===== src/glpf_pkg.sv =====
// Shared constants and types of the grid local peak finder.
`timescale 1ns / 1ps

package glpf_pkg;

    localparam int DEF_MAX_COLS   = 32;
    localparam int DEF_VALUE_BITS = 16;
    localparam int ROW_BITS       = 5;
    localparam int COL_BITS       = 5;
    localparam int ROW_LIMIT      = 32;
    localparam int CFG_INDEX_BITS = 4;
    localparam int CFG_DATA_BITS  = 6;
    localparam int QUEUE_DEPTH    = 4;

    localparam logic [CFG_INDEX_BITS-1:0] REG_GRID_ROWS = CFG_INDEX_BITS'(0);
    localparam logic [CFG_INDEX_BITS-1:0] REG_GRID_COLS = CFG_INDEX_BITS'(1);

    typedef struct packed {
        logic [ROW_BITS-1:0] row;
        logic [COL_BITS-1:0] col;
        logic [COL_BITS-1:0] cols_m1;
        logic                has_up;
        logic                has_older;
        logic                right_ok;
        logic                final_cell;
        logic                rotate;
    } cell_ctrl_t;

endpackage


===== src/glpf_front.sv =====
// Front end: configuration registers, raster position counters and cell classification.
`timescale 1ns / 1ps

module glpf_front
    import glpf_pkg::*;
#(
    parameter int MAX_COLS   = DEF_MAX_COLS,
    parameter int VALUE_BITS = DEF_VALUE_BITS
)
(
    input  logic                      clk,
    input  logic                      rst_n,
    input  logic                      cfg_valid,
    output logic                      cfg_ready,
    input  logic [CFG_INDEX_BITS-1:0] cfg_index,
    input  logic [CFG_DATA_BITS-1:0]  cfg_data,
    input  logic                      cell_valid,
    output logic                      cell_stall,
    input  logic [VALUE_BITS-1:0]     cell_value,
    input  logic                      q_ready,
    output logic                      q_push,
    output cell_ctrl_t                q_ctrl,
    output logic [VALUE_BITS-1:0]     q_value
);

    localparam int ColLim = (MAX_COLS < 32) ? MAX_COLS : 32;

    logic [CFG_DATA_BITS-1:0] rows_raw_reg;
    logic [CFG_DATA_BITS-1:0] cols_raw_reg;
    logic [ROW_BITS-1:0]      row_reg;
    logic [ROW_BITS-1:0]      row_next;
    logic [COL_BITS-1:0]      col_reg;
    logic [COL_BITS-1:0]      col_next;
    logic [CFG_DATA_BITS-1:0] rows_dec;
    logic [CFG_DATA_BITS-1:0] cols_dec;
    logic [ROW_BITS-1:0]      rows_m1;
    logic [COL_BITS-1:0]      cols_m1;
    logic [COL_BITS-1:0]      col_c;
    logic                     accept;
    logic                     cfg_hit;
    logic                     row_end;
    logic                     last_row;

    assign cfg_ready  = 1'b1;
    assign cell_stall = !q_ready;
    assign accept     = cell_valid && q_ready;
    assign q_push     = accept;
    assign q_value    = cell_value;
    assign cfg_hit    = cfg_valid
                        && ((cfg_index == REG_GRID_ROWS) || (cfg_index == REG_GRID_COLS));

    assign rows_dec = rows_raw_reg - CFG_DATA_BITS'(1);
    assign cols_dec = cols_raw_reg - CFG_DATA_BITS'(1);

    always_comb
    begin
        if (rows_raw_reg == '0)
            rows_m1 = '0;
        else if (rows_raw_reg > CFG_DATA_BITS'(ROW_LIMIT))
            rows_m1 = ROW_BITS'(ROW_LIMIT - 1);
        else
            rows_m1 = rows_dec[ROW_BITS-1:0];

        if (cols_raw_reg == '0)
            cols_m1 = '0;
        else if (cols_raw_reg > CFG_DATA_BITS'(ColLim))
            cols_m1 = COL_BITS'(ColLim - 1);
        else
            cols_m1 = cols_dec[COL_BITS-1:0];
    end

    assign col_c    = (col_reg > cols_m1) ? cols_m1 : col_reg;
    assign row_end  = (col_c == cols_m1);
    assign last_row = (row_reg >= rows_m1);

    always_comb
    begin
        q_ctrl.row        = row_reg;
        q_ctrl.col        = col_c;
        q_ctrl.cols_m1    = cols_m1;
        q_ctrl.has_up     = (row_reg != '0);
        q_ctrl.has_older  = (row_reg > ROW_BITS'(1));
        q_ctrl.right_ok   = !row_end;
        q_ctrl.final_cell = row_end && last_row;
        q_ctrl.rotate     = row_end && !last_row;
    end

    always_comb
    begin
        col_next = row_end ? '0 : col_c + COL_BITS'(1);
        if (!row_end)
            row_next = row_reg;
        else if (last_row)
            row_next = '0;
        else
            row_next = row_reg + ROW_BITS'(1);
    end

    always_ff @(posedge clk or negedge rst_n)
    begin
        if (!rst_n)
        begin
            rows_raw_reg <= CFG_DATA_BITS'(ROW_LIMIT);
            cols_raw_reg <= CFG_DATA_BITS'(32);
            row_reg      <= '0;
            col_reg      <= '0;
        end
        else if (cfg_hit)
        begin
            unique case (cfg_index)
                REG_GRID_ROWS:
                begin
                    rows_raw_reg <= cfg_data;
                    row_reg      <= '0;
                    col_reg      <= '0;
                end
                REG_GRID_COLS:
                begin
                    cols_raw_reg <= cfg_data;
                    row_reg      <= '0;
                    col_reg      <= '0;
                end
                default:
                begin
                end
            endcase
        end
        else if (accept)
        begin
            row_reg <= row_next;
            col_reg <= col_next;
        end
    end

endmodule


===== src/glpf_queue.sv =====
// Short first-in first-out queue between the front end and the back end.
`timescale 1ns / 1ps

module glpf_queue
    import glpf_pkg::*;
#(
    parameter int WIDTH = 8,
    parameter int DEPTH = QUEUE_DEPTH
)
(
    input  logic             clk,
    input  logic             rst_n,
    input  logic             push,
    input  logic [WIDTH-1:0] din,
    output logic             ready,
    input  logic             pop,
    output logic [WIDTH-1:0] dout,
    output logic             valid
);

    localparam int PW = (DEPTH > 1) ? $clog2(DEPTH) : 1;
    localparam int CW = $clog2(DEPTH + 1);

    logic [WIDTH-1:0] store [DEPTH];
    logic [PW-1:0]    wr_ptr_reg;
    logic [PW-1:0]    rd_ptr_reg;
    logic [CW-1:0]    count_reg;
    logic             do_push;
    logic             do_pop;

    assign ready   = (count_reg != CW'(DEPTH));
    assign valid   = (count_reg != '0);
    assign do_push = push && ready;
    assign do_pop  = pop && valid;
    assign dout    = store[rd_ptr_reg];

    always_ff @(posedge clk)
    begin
        if (do_push)
            store[wr_ptr_reg] <= din;
    end

    always_ff @(posedge clk or negedge rst_n)
    begin
        if (!rst_n)
        begin
            wr_ptr_reg <= '0;
            rd_ptr_reg <= '0;
            count_reg  <= '0;
        end
        else
        begin
            if (do_push)
                wr_ptr_reg <= (wr_ptr_reg == PW'(DEPTH - 1)) ? '0 : wr_ptr_reg + PW'(1);
            if (do_pop)
                rd_ptr_reg <= (rd_ptr_reg == PW'(DEPTH - 1)) ? '0 : rd_ptr_reg + PW'(1);
            if (do_push && !do_pop)
                count_reg <= count_reg + CW'(1);
            else if (do_pop && !do_push)
                count_reg <= count_reg - CW'(1);
        end
    end

endmodule


===== src/glpf_back.sv =====
// Back end: rotating row banks, peak decisions, last-row flush and result register.
`timescale 1ns / 1ps

module glpf_back
    import glpf_pkg::*;
#(
    parameter int MAX_COLS   = DEF_MAX_COLS,
    parameter int VALUE_BITS = DEF_VALUE_BITS
)
(
    input  logic                  clk,
    input  logic                  rst_n,
    input  logic                  q_valid,
    input  cell_ctrl_t            q_ctrl,
    input  logic [VALUE_BITS-1:0] q_value,
    output logic                  q_pop,
    output logic                  peak_valid,
    input  logic                  peak_stall,
    output logic [ROW_BITS-1:0]   peak_row,
    output logic [COL_BITS-1:0]   peak_col,
    output logic                  last_of_run
);

    localparam int ColLim = (MAX_COLS < 32) ? MAX_COLS : 32;
    localparam int AW     = $clog2(ColLim);

    localparam logic [1:0] MODE_RUN   = 2'd0;
    localparam logic [1:0] MODE_FLUSH = 2'd1;
    localparam logic [1:0] MODE_DRAIN = 2'd2;

    localparam logic [1:0] BANK0 = 2'd0;
    localparam logic [1:0] BANK1 = 2'd1;
    localparam logic [1:0] BANK2 = 2'd2;

    function automatic logic [VALUE_BITS-1:0] pick(input logic [1:0] sel,
                                                  input logic [VALUE_BITS-1:0] d0,
                                                  input logic [VALUE_BITS-1:0] d1,
                                                  input logic [VALUE_BITS-1:0] d2);
        logic [VALUE_BITS-1:0] r;
        unique case (sel)
            BANK0:   r = d0;
            BANK1:   r = d1;
            default: r = d2;
        endcase
        return r;
    endfunction

    logic [1:0]                   mode_reg;
    logic [1:0]                   cur_sel_reg;
    logic [1:0]                   mid_sel_reg;
    logic [1:0]                   old_sel_reg;
    logic                         s2_valid_reg;
    cell_ctrl_t                   s2_ctrl_reg;
    logic signed [VALUE_BITS-1:0] s2_value_reg;
    logic [1:0]                   s2_mid_sel_reg;
    logic [1:0]                   s2_old_sel_reg;
    logic signed [VALUE_BITS-1:0] prev_reg;
    logic [COL_BITS-1:0]          fk_reg;
    logic                         pend_valid_reg;
    logic [ROW_BITS-1:0]          pend_row_reg;
    logic [COL_BITS-1:0]          pend_col_reg;
    logic                         out_valid_reg;
    logic [ROW_BITS-1:0]          out_row_reg;
    logic [COL_BITS-1:0]          out_col_reg;
    logic                         out_last_reg;

    logic [VALUE_BITS-1:0]        rda [3];
    logic [VALUE_BITS-1:0]        rdb [3];

    logic signed [VALUE_BITS-1:0] vm;
    logic signed [VALUE_BITS-1:0] vr;
    logic signed [VALUE_BITS-1:0] vo;
    logic signed [VALUE_BITS-1:0] vc;
    logic signed [VALUE_BITS-1:0] vcr;
    logic signed [VALUE_BITS-1:0] vu;

    logic                out_free;
    logic                run_eval;
    logic                n_peak;
    logic                s2_done;
    logic                n_push;
    logic                enter_flush;
    logic                in_flush;
    logic                f_peak;
    logic                f_done;
    logic                f_last;
    logic                f_push;
    logic                d_push;
    logic                out_push;
    logic                mem_we;
    logic                mem_re;
    logic [COL_BITS-1:0] fk_plus;
    logic [AW-1:0]       rd_addr_a;
    logic [AW-1:0]       rd_addr_b;
    logic [AW-1:0]       wr_addr;
    logic [ROW_BITS-1:0] push_row;
    logic [COL_BITS-1:0] push_col;

    assign out_free = !out_valid_reg || !peak_stall;

    assign vm  = pick(s2_mid_sel_reg, rda[0], rda[1], rda[2]);
    assign vr  = pick(s2_mid_sel_reg, rdb[0], rdb[1], rdb[2]);
    assign vo  = pick(s2_old_sel_reg, rda[0], rda[1], rda[2]);
    assign vc  = pick(cur_sel_reg, rda[0], rda[1], rda[2]);
    assign vcr = pick(cur_sel_reg, rdb[0], rdb[1], rdb[2]);
    assign vu  = pick(mid_sel_reg, rda[0], rda[1], rda[2]);

    assign run_eval = (mode_reg == MODE_RUN) && s2_valid_reg;
    assign n_peak   = s2_ctrl_reg.has_up
                      && ((s2_ctrl_reg.col == '0) || (vm >= prev_reg))
                      && (!s2_ctrl_reg.right_ok || (vm >= vr))
                      && (!s2_ctrl_reg.has_older || (vm >= vo))
                      && (vm >= s2_value_reg);
    assign s2_done     = s2_ctrl_reg.final_cell || !n_peak || out_free;
    assign n_push      = run_eval && n_peak && !s2_ctrl_reg.final_cell && out_free;
    assign enter_flush = run_eval && s2_ctrl_reg.final_cell;

    assign in_flush = (mode_reg == MODE_FLUSH);
    assign f_peak   = ((fk_reg == '0) || (vc >= prev_reg))
                      && ((fk_reg == s2_ctrl_reg.cols_m1) || (vc >= vcr))
                      && (!s2_ctrl_reg.has_up || (vc >= vu));
    assign f_done   = !(f_peak && pend_valid_reg) || out_free;
    assign f_last   = (fk_reg == s2_ctrl_reg.cols_m1);
    assign f_push   = in_flush && f_peak && pend_valid_reg && out_free;
    assign d_push   = (mode_reg == MODE_DRAIN) && pend_valid_reg && out_free;
    assign out_push = n_push || f_push || d_push;
    assign fk_plus  = fk_reg + COL_BITS'(1);

    assign q_pop = q_valid && (mode_reg == MODE_RUN)
                   && (!s2_valid_reg || (s2_done && !s2_ctrl_reg.final_cell));

    assign mem_we  = q_pop;
    assign mem_re  = q_pop || enter_flush || (in_flush && f_done && !f_last);
    assign wr_addr = q_ctrl.col[AW-1:0];

    always_comb
    begin
        if (q_pop)
            rd_addr_a = q_ctrl.col[AW-1:0];
        else if (enter_flush)
            rd_addr_a = '0;
        else
            rd_addr_a = fk_plus[AW-1:0];
        rd_addr_b = (rd_addr_a == AW'(ColLim - 1)) ? rd_addr_a : rd_addr_a + AW'(1);
    end

    for (genvar b = 0; b < 3; b++)
    begin : g_bank
        logic [VALUE_BITS-1:0] mem [ColLim];

        always_ff @(posedge clk)
        begin
            if (mem_we && (cur_sel_reg == 2'(b)))
                mem[wr_addr] <= q_value;
            if (mem_re)
            begin
                rda[b] <= mem[rd_addr_a];
                rdb[b] <= mem[rd_addr_b];
            end
        end
    end

    always_comb
    begin
        if (n_push)
        begin
            push_row = s2_ctrl_reg.row - ROW_BITS'(1);
            push_col = s2_ctrl_reg.col;
        end
        else
        begin
            push_row = pend_row_reg;
            push_col = pend_col_reg;
        end
    end

    always_ff @(posedge clk or negedge rst_n)
    begin
        if (!rst_n)
        begin
            mode_reg       <= MODE_RUN;
            cur_sel_reg    <= BANK0;
            mid_sel_reg    <= BANK1;
            old_sel_reg    <= BANK2;
            s2_valid_reg   <= 1'b0;
            fk_reg         <= '0;
            pend_valid_reg <= 1'b0;
            out_valid_reg  <= 1'b0;
        end
        else
        begin
            if (out_free)
                out_valid_reg <= out_push;

            if (q_pop)
            begin
                s2_valid_reg <= 1'b1;
                if (q_ctrl.rotate)
                begin
                    old_sel_reg <= mid_sel_reg;
                    mid_sel_reg <= cur_sel_reg;
                    cur_sel_reg <= old_sel_reg;
                end
            end
            else if (run_eval && s2_done)
            begin
                s2_valid_reg <= 1'b0;
            end

            unique case (mode_reg)
                MODE_RUN:
                begin
                    if (enter_flush)
                    begin
                        mode_reg       <= MODE_FLUSH;
                        fk_reg         <= '0;
                        pend_valid_reg <= n_peak;
                    end
                end
                MODE_FLUSH:
                begin
                    if (f_done)
                    begin
                        if (f_peak)
                            pend_valid_reg <= 1'b1;
                        if (f_last)
                            mode_reg <= MODE_DRAIN;
                        else
                            fk_reg <= fk_plus;
                    end
                end
                MODE_DRAIN:
                begin
                    if (!pend_valid_reg)
                        mode_reg <= MODE_RUN;
                    else if (out_free)
                    begin
                        pend_valid_reg <= 1'b0;
                        mode_reg       <= MODE_RUN;
                    end
                end
                default:
                begin
                    mode_reg <= MODE_RUN;
                end
            endcase
        end
    end

    always_ff @(posedge clk)
    begin
        if (q_pop)
        begin
            s2_ctrl_reg    <= q_ctrl;
            s2_value_reg   <= q_value;
            s2_mid_sel_reg <= mid_sel_reg;
            s2_old_sel_reg <= old_sel_reg;
        end

        if (run_eval && s2_done)
            prev_reg <= vm;
        else if (in_flush && f_done)
            prev_reg <= vc;

        if (enter_flush)
        begin
            pend_row_reg <= s2_ctrl_reg.row - ROW_BITS'(1);
            pend_col_reg <= s2_ctrl_reg.col;
        end
        else if (in_flush && f_done && f_peak)
        begin
            pend_row_reg <= s2_ctrl_reg.row;
            pend_col_reg <= fk_reg;
        end

        if (out_free && out_push)
        begin
            out_row_reg  <= push_row;
            out_col_reg  <= push_col;
            out_last_reg <= n_push || d_push;
        end
    end

    assign peak_valid  = out_valid_reg;
    assign peak_row    = out_row_reg;
    assign peak_col    = out_col_reg;
    assign last_of_run = out_last_reg;

endmodule


===== src/grid_local_peak_finder_top.sv =====
// Grid local peak finder: 4-neighbour local maximum detection on a raster stream.
// The cell channel (cell_valid, cell_stall, cell_value) takes one signed grid
// value per transaction in raster order. The peak channel (peak_valid,
// peak_stall, peak_row, peak_col, last_of_run) returns the row and column of
// every cell that is not below any neighbour inside the grid, in raster order;
// last_of_run marks the final peak caused by a given cell transaction.
// The configuration channel (cfg_valid, cfg_ready, cfg_index, cfg_data) sets
// grid_rows (index 0) and grid_cols (index 1); a write restarts the grid.
// Throughput is one cell per cycle while cell_stall is low: a four-entry queue
// feeds a two-stage back end whose row banks give a registered read of column c
// and c+1 per cycle. The decision for the cell above is taken from the registered
// bank reads and held in the result register. The final cell of a grid adds a
// last-row flush during which no new cell leaves the queue.
// Reset clears the counters, queue and result register, and sets both size
// registers to 32. While peak_stall is high the result register holds and the
// back end waits; cells keep entering until the queue is full, then cell_stall
// goes high.
`timescale 1ns / 1ps

module grid_local_peak_finder_top
    import glpf_pkg::*;
#(
    parameter int MAX_COLS   = DEF_MAX_COLS,
    parameter int VALUE_BITS = DEF_VALUE_BITS
)
(
    input  logic                         clk,
    input  logic                         rst_n,
    input  logic                         cfg_valid,
    output logic                         cfg_ready,
    input  logic [CFG_INDEX_BITS-1:0]    cfg_index,
    input  logic [CFG_DATA_BITS-1:0]     cfg_data,
    input  logic                         cell_valid,
    output logic                         cell_stall,
    input  logic signed [VALUE_BITS-1:0] cell_value,
    output logic                         peak_valid,
    input  logic                         peak_stall,
    output logic [ROW_BITS-1:0]          peak_row,
    output logic [COL_BITS-1:0]          peak_col,
    output logic                         last_of_run
);

    localparam int QW = VALUE_BITS + $bits(cell_ctrl_t);

    logic                  fq_push;
    logic                  fq_ready;
    cell_ctrl_t            fq_ctrl;
    logic [VALUE_BITS-1:0] fq_value;
    logic                  qb_valid;
    logic                  qb_pop;
    logic [QW-1:0]         qb_data;
    cell_ctrl_t            qb_ctrl;
    logic [VALUE_BITS-1:0] qb_value;

    glpf_front #(
        .MAX_COLS   (MAX_COLS),
        .VALUE_BITS (VALUE_BITS)
    ) u_front (
        .clk        (clk),
        .rst_n      (rst_n),
        .cfg_valid  (cfg_valid),
        .cfg_ready  (cfg_ready),
        .cfg_index  (cfg_index),
        .cfg_data   (cfg_data),
        .cell_valid (cell_valid),
        .cell_stall (cell_stall),
        .cell_value (cell_value),
        .q_ready    (fq_ready),
        .q_push     (fq_push),
        .q_ctrl     (fq_ctrl),
        .q_value    (fq_value)
    );

    glpf_queue #(
        .WIDTH (QW),
        .DEPTH (QUEUE_DEPTH)
    ) u_queue (
        .clk   (clk),
        .rst_n (rst_n),
        .push  (fq_push),
        .din   ({fq_ctrl, fq_value}),
        .ready (fq_ready),
        .pop   (qb_pop),
        .dout  (qb_data),
        .valid (qb_valid)
    );

    assign qb_ctrl  = qb_data[QW-1:VALUE_BITS];
    assign qb_value = qb_data[VALUE_BITS-1:0];

    glpf_back #(
        .MAX_COLS   (MAX_COLS),
        .VALUE_BITS (VALUE_BITS)
    ) u_back (
        .clk         (clk),
        .rst_n       (rst_n),
        .q_valid     (qb_valid),
        .q_ctrl      (qb_ctrl),
        .q_value     (qb_value),
        .q_pop       (qb_pop),
        .peak_valid  (peak_valid),
        .peak_stall  (peak_stall),
        .peak_row    (peak_row),
        .peak_col    (peak_col),
        .last_of_run (last_of_run)
    );

endmodule


===== config.mk =====
export PLATFORM = sky130hd
export DESIGN_NAME = grid_local_peak_finder_top
export DESIGN_NICKNAME = d
export VERILOG_FILES = /design/src/glpf_pkg.sv /design/src/glpf_front.sv /design/src/glpf_queue.sv /design/src/glpf_back.sv /design/src/grid_local_peak_finder_top.sv
export SDC_FILE = /design/constraint.sdc
export NUM_CORES = 2
export LEC_CHECK = 0
export ABC_AREA = 1
export BUFFER_PORTS_ARGS = -buffer_cell sky130_fd_sc_hd__buf_4
export CAP_MARGIN = 20
export CORE_ASPECT_RATIO = 0.7
export CORE_UTILIZATION = 50
export DETAILED_ROUTE_END_ITERATION = 7
export PLACE_DENSITY_LB_ADDON = 0.08
export RECOVER_POWER = 25
export SLEW_MARGIN = 30
export SYNTH_ARGS = -nofsm -noshare
export SYNTH_HDL_FRONTEND = slang
export SYNTH_SLANG_ARGS = --single-unit
export TNS_END_PERCENT = 1

===== constraint.sdc =====
create_clock -name clk -period 9.4 [get_ports clk]
set_input_delay 1.41 -clock clk [delete_from_list [all_inputs] [get_ports clk]]
set_output_delay 1.41 -clock clk [all_outputs]
set_load 0.005 [all_outputs]

==> results.txt <==
Wirelength, routed: 373.9 mm
Commonest non-fill, non-tap cells in the layout: sky130_fd_sc_hd__nand2_1, sky130_fd_sc_hd__edfxtp_1, sky130_fd_sc_hd__nand3_1, sky130_fd_sc_hd__inv_1, sky130_fd_sc_hd__o21ai_0
CTS root buffer: sky130_fd_sc_hd__clkbuf_16
Detailed Routing Iterations Pass 1: 8
Global-route usage over all layers: 0.3705
Initial antenna violation count: 27
Critical path start-end classification: register to register
RSZ-0062 raised after global routing: false
Ratio of final minimum period to clock period: 0.9527
Number of clock sinks: 1897
Sequential cell area fraction in the yosys report: 0.5794
Syn avg cell area: 9.114 um^2
Flip-flop count of the largest register, all copies and words added: 1536
Top-level I/O count: 45
Cell with the largest stage delay on the worst path: sky130_fd_sc_hd__a21oi_1
Path category of the worst min-delay check: register to register
Syn Std Cell Area: 97930 um^2
Total die area: 197700 um^2
Run status: finished with violations
Layout-stage area growth over the synthesis result: 9.459%
Accumulated negative setup slack: 0 ns
Number of rows created at floorplan: 135
Reg2Reg Setup Slack: 0.44 ns
Maximum count of clock buffers along a single path: 4
Die X: 531.0 um
Largest registers: u_back.g_bank.mem: 1536 flops, u_queue.store: 144 flops
Destination of the critical timing path: u_back.rdb[0][16]$_DFFE_PP_
Number of inserted filler cells in the final layout: 16923
Final critical-path required period: 8.956 ns
Number of pins with negative max-slew slack in the final report: 860
Detail-routed net length per standard cell: 28.21 um
First-iteration detailed-routing DRC count: 13612
Library cells used by synthesis: 53
Via count of the first global-routing pass: 76234
Slew at the pin with the worst max-slew slack: 3.587 ns
Count of mapped cells out of synthesis: 10745
HPWL after detailed placement: 214.9 mm
Initial Util: 0.5046
Area share of xor/xnor cells in the synthesized design: 0.002236
Fraction of layout cells with a size suffix above 1: 0.06379
Simple-gate portion of the synthesized area: 0.1887
Port buffer count: 43
Setup violation total in the final timing report: 0
Number of remaining DRC errors: 16
Peak per-stage delay on the critical path: 0.71 ns
Clk pin slew, worst setup/hold paths: 0.07 ns
Multiplexer share of the synthesized area: 0.0002172
Most frequently used flop master after synthesis: sky130_fd_sc_hd__edfxtp_1
Largest net degree at the start of global routing: 198
Post-detailed-route via-to-cell ratio: 6.283
CP startpoint kind: register
Post-CTS Setup Inserts: 0
FF+latch area: 56750 um^2
Clock tree from TritonCTS: done
Flip-flop and latch count after synthesis: 1897
Layout Skew: 0.07328 ns
Placeable Area: 194100 um^2
Combinational family with the most area after synthesis: simple AND/OR/NAND/NOR gates
Clock latency at the later pin of the worst-skew pair: 0.88 ns
Max_cap viols: 22
H-tree levels: 4
Worst Path Max Fanout: 80
Number of CTS-inserted buffers: 196
Number of vias in the routed layout: 83257
R2R Path Start: u_back.s2_mid_sel_reg[1]$_DFFE_PP_
Post-layout net count: 10678
Syn_nets: 10921
Placer Congestion: 0.9819
Number of synthesized flops with an enable pin: 1852
Fraction of registers with async set/reset: 0.02372
Startpoint of the worst setup timing path: u_back.s2_mid_sel_reg[1]$_DFFE_PP_
Synthesis Warnings: 0
Floorplan die height: 372.3 um
Endpoint kind of the worst setup timing path: register
Relative max-transition margin: -1.391
Worst-case reg-to-reg path depth: 38
Register with the highest flop count: u_back.g_bank.mem
Number of hold-slack violations in the final timing report: 0
Arrival time of data at the critical path endpoint: 9.63 ns
Crit path top cell by count: sky130_fd_sc_hd__nand2_1
Antenna-violating nets left: 0
First-pass GRT wire length: 533.3 mm
Compound-Gate Fraction of Synth Area: 0.1234
Violations in the final reports: DRC, capacitance limit, slew limit
Fmax achieved: 111.7 MHz
Required time of the critical path: 10.07 ns
Worst r2r dst: u_back.rdb[0][16]$_DFFE_PP_
Area of the multi-input gates: 33280 um^2
Remaining Overflow, GRT: 0
Most common cell after layout, fill and taps aside: sky130_fd_sc_hd__nand2_1
Fraction of the mapped netlist area in adder cells: 0.01860
-- logic make-up (layout without fill, tap and decap cells) --
logic type,after synthesis,count (layout)
simple gates,4294,4295
compound gates,2250,2250
buf+inv,2131,2030
flops,1897,1897
fa+ha+maj,145,145
xor+xnor,25,25
mux,2,2
other cells,1,5
-- cell type report --
class | count | share of cell area
Sequential cell | 1897 | 0.5294
Timing Repair Buffer | 299 | 0.02415
Antenna cell | 4 | 0.00009338
Clock inverter | 96 | 0.007435
Tap cell | 2603 | 0.03038
Clock buffer | 245 | 0.04912
Inverter | 1390 | 0.04903
Multi-Input combinational cell | 6718 | 0.3104
-- worst max-delay path, delay by kind of cell (launching register included) --
kind                       cells  cell delay [ns]
and+or+nand+nor               25             4.62
buffers and inverters          7             1.71
AOI/OAI and AO/OA              4             1.01
DFF                            1             0.70
adders and majority gates      2             0.64
-- worst min-delay path by stage --
| stage | from | to | cells after the start |
|---|---|---|---|
| 2_1_floorplan | u_back.old_sel_reg[0]$_DFFE_PN0P_ | u_back.s2_old_sel_reg[0]$_DFFE_PP_ | 0 |
| 3_3_place_gp | u_back.old_sel_reg[0]$_DFFE_PN0P_ | u_back.s2_old_sel_reg[0]$_DFFE_PP_ | 0 |
| 3_5_place_dp | u_back.old_sel_reg[0]$_DFFE_PN0P_ | u_back.s2_old_sel_reg[0]$_DFFE_PP_ | 0 |
| 4_1_cts | u_back.old_sel_reg[0]$_DFFE_PN0P_ | u_back.s2_old_sel_reg[0]$_DFFE_PP_ | 0 |
| 5_1_grt | u_back.old_sel_reg[0]$_DFFE_PN0P_ | u_back.s2_old_sel_reg[0]$_DFFE_PP_ | 0 |
| 6_report | u_back.old_sel_reg[0]$_DFFE_PN0P_ | u_back.s2_old_sel_reg[0]$_DFFE_PP_ | 0 |
-- per-stage QoR --
stage / setup WS, ns / utilization / area, um^2 / hold slack, ns / cells
floorplan: 1.475 / - / 97930 / 0.4476 / 10745
global placement: 0.3009 / 0.5218 / 101300 / 0.4719 / 12906
detailed placement: 0.2272 / 0.5220 / 101300 / 0.4675 / 12906
CTS: 0.2222 / 0.5532 / 107400 / 0.4839 / 13247
global route: 0.03101 / 0.5523 / 107200 / 0.4955 / 13248
finish: 0.4443 / 0.5523 / 107200 / 0.4867 / 13252
-- cells in the mapped netlist, types with 6 or more instances --
master	n	area, um^2
sky130_fd_sc_hd__a21oi_1	740	3704
sky130_fd_sc_hd__buf_1	52	195.2
sky130_fd_sc_hd__buf_2	254	1271
sky130_fd_sc_hd__buf_4	40	300.3
sky130_fd_sc_hd__buf_6	12	135.1
sky130_fd_sc_hd__clkbuf_1	383	1438
sky130_fd_sc_hd__clkinv_1	6	22.52
sky130_fd_sc_hd__dfrtp_1	41	1026
sky130_fd_sc_hd__edfxtp_1	1852	55610
sky130_fd_sc_hd__ha_1	144	1802
sky130_fd_sc_hd__inv_1	1373	5154
sky130_fd_sc_hd__inv_2	11	41.29
sky130_fd_sc_hd__nand2_1	2060	7732
sky130_fd_sc_hd__nand3_1	1773	8874
sky130_fd_sc_hd__nand4_1	6	37.54
sky130_fd_sc_hd__nor2_1	413	1550
sky130_fd_sc_hd__nor3_1	20	100.1
sky130_fd_sc_hd__o211ai_1	7	52.55
sky130_fd_sc_hd__o21a_1	29	217.7
sky130_fd_sc_hd__o21ai_0	1218	6096
sky130_fd_sc_hd__o21ai_1	11	55.05
sky130_fd_sc_hd__o221ai_1	149	1305
sky130_fd_sc_hd__o22ai_1	67	419.2
sky130_fd_sc_hd__xnor2_1	7	61.31
sky130_fd_sc_hd__xor2_1	18	157.7
-- metal layers --
layer / global-route usage / vias up / part of all wire
met2: 0.5322 / 6073 / 0.42
met3: 0.08682 / 953 / 0.14
met5: 0 / - / 0.00010
met1: 0.5343 / 39827 / 0.40
li1: - / 36398 / -
met4: 0.1601 / 6 / 0.047
-- what timing repair did --
item / CTS / global route
gates resized for setup: 0 / 5
hold buffers: 0 / 0
endpoints found under the setup margin: 0 / 45
Power is not shown: default switching activity piles up to over one toggle a cycle in this logic, so the estimate is an artifact.
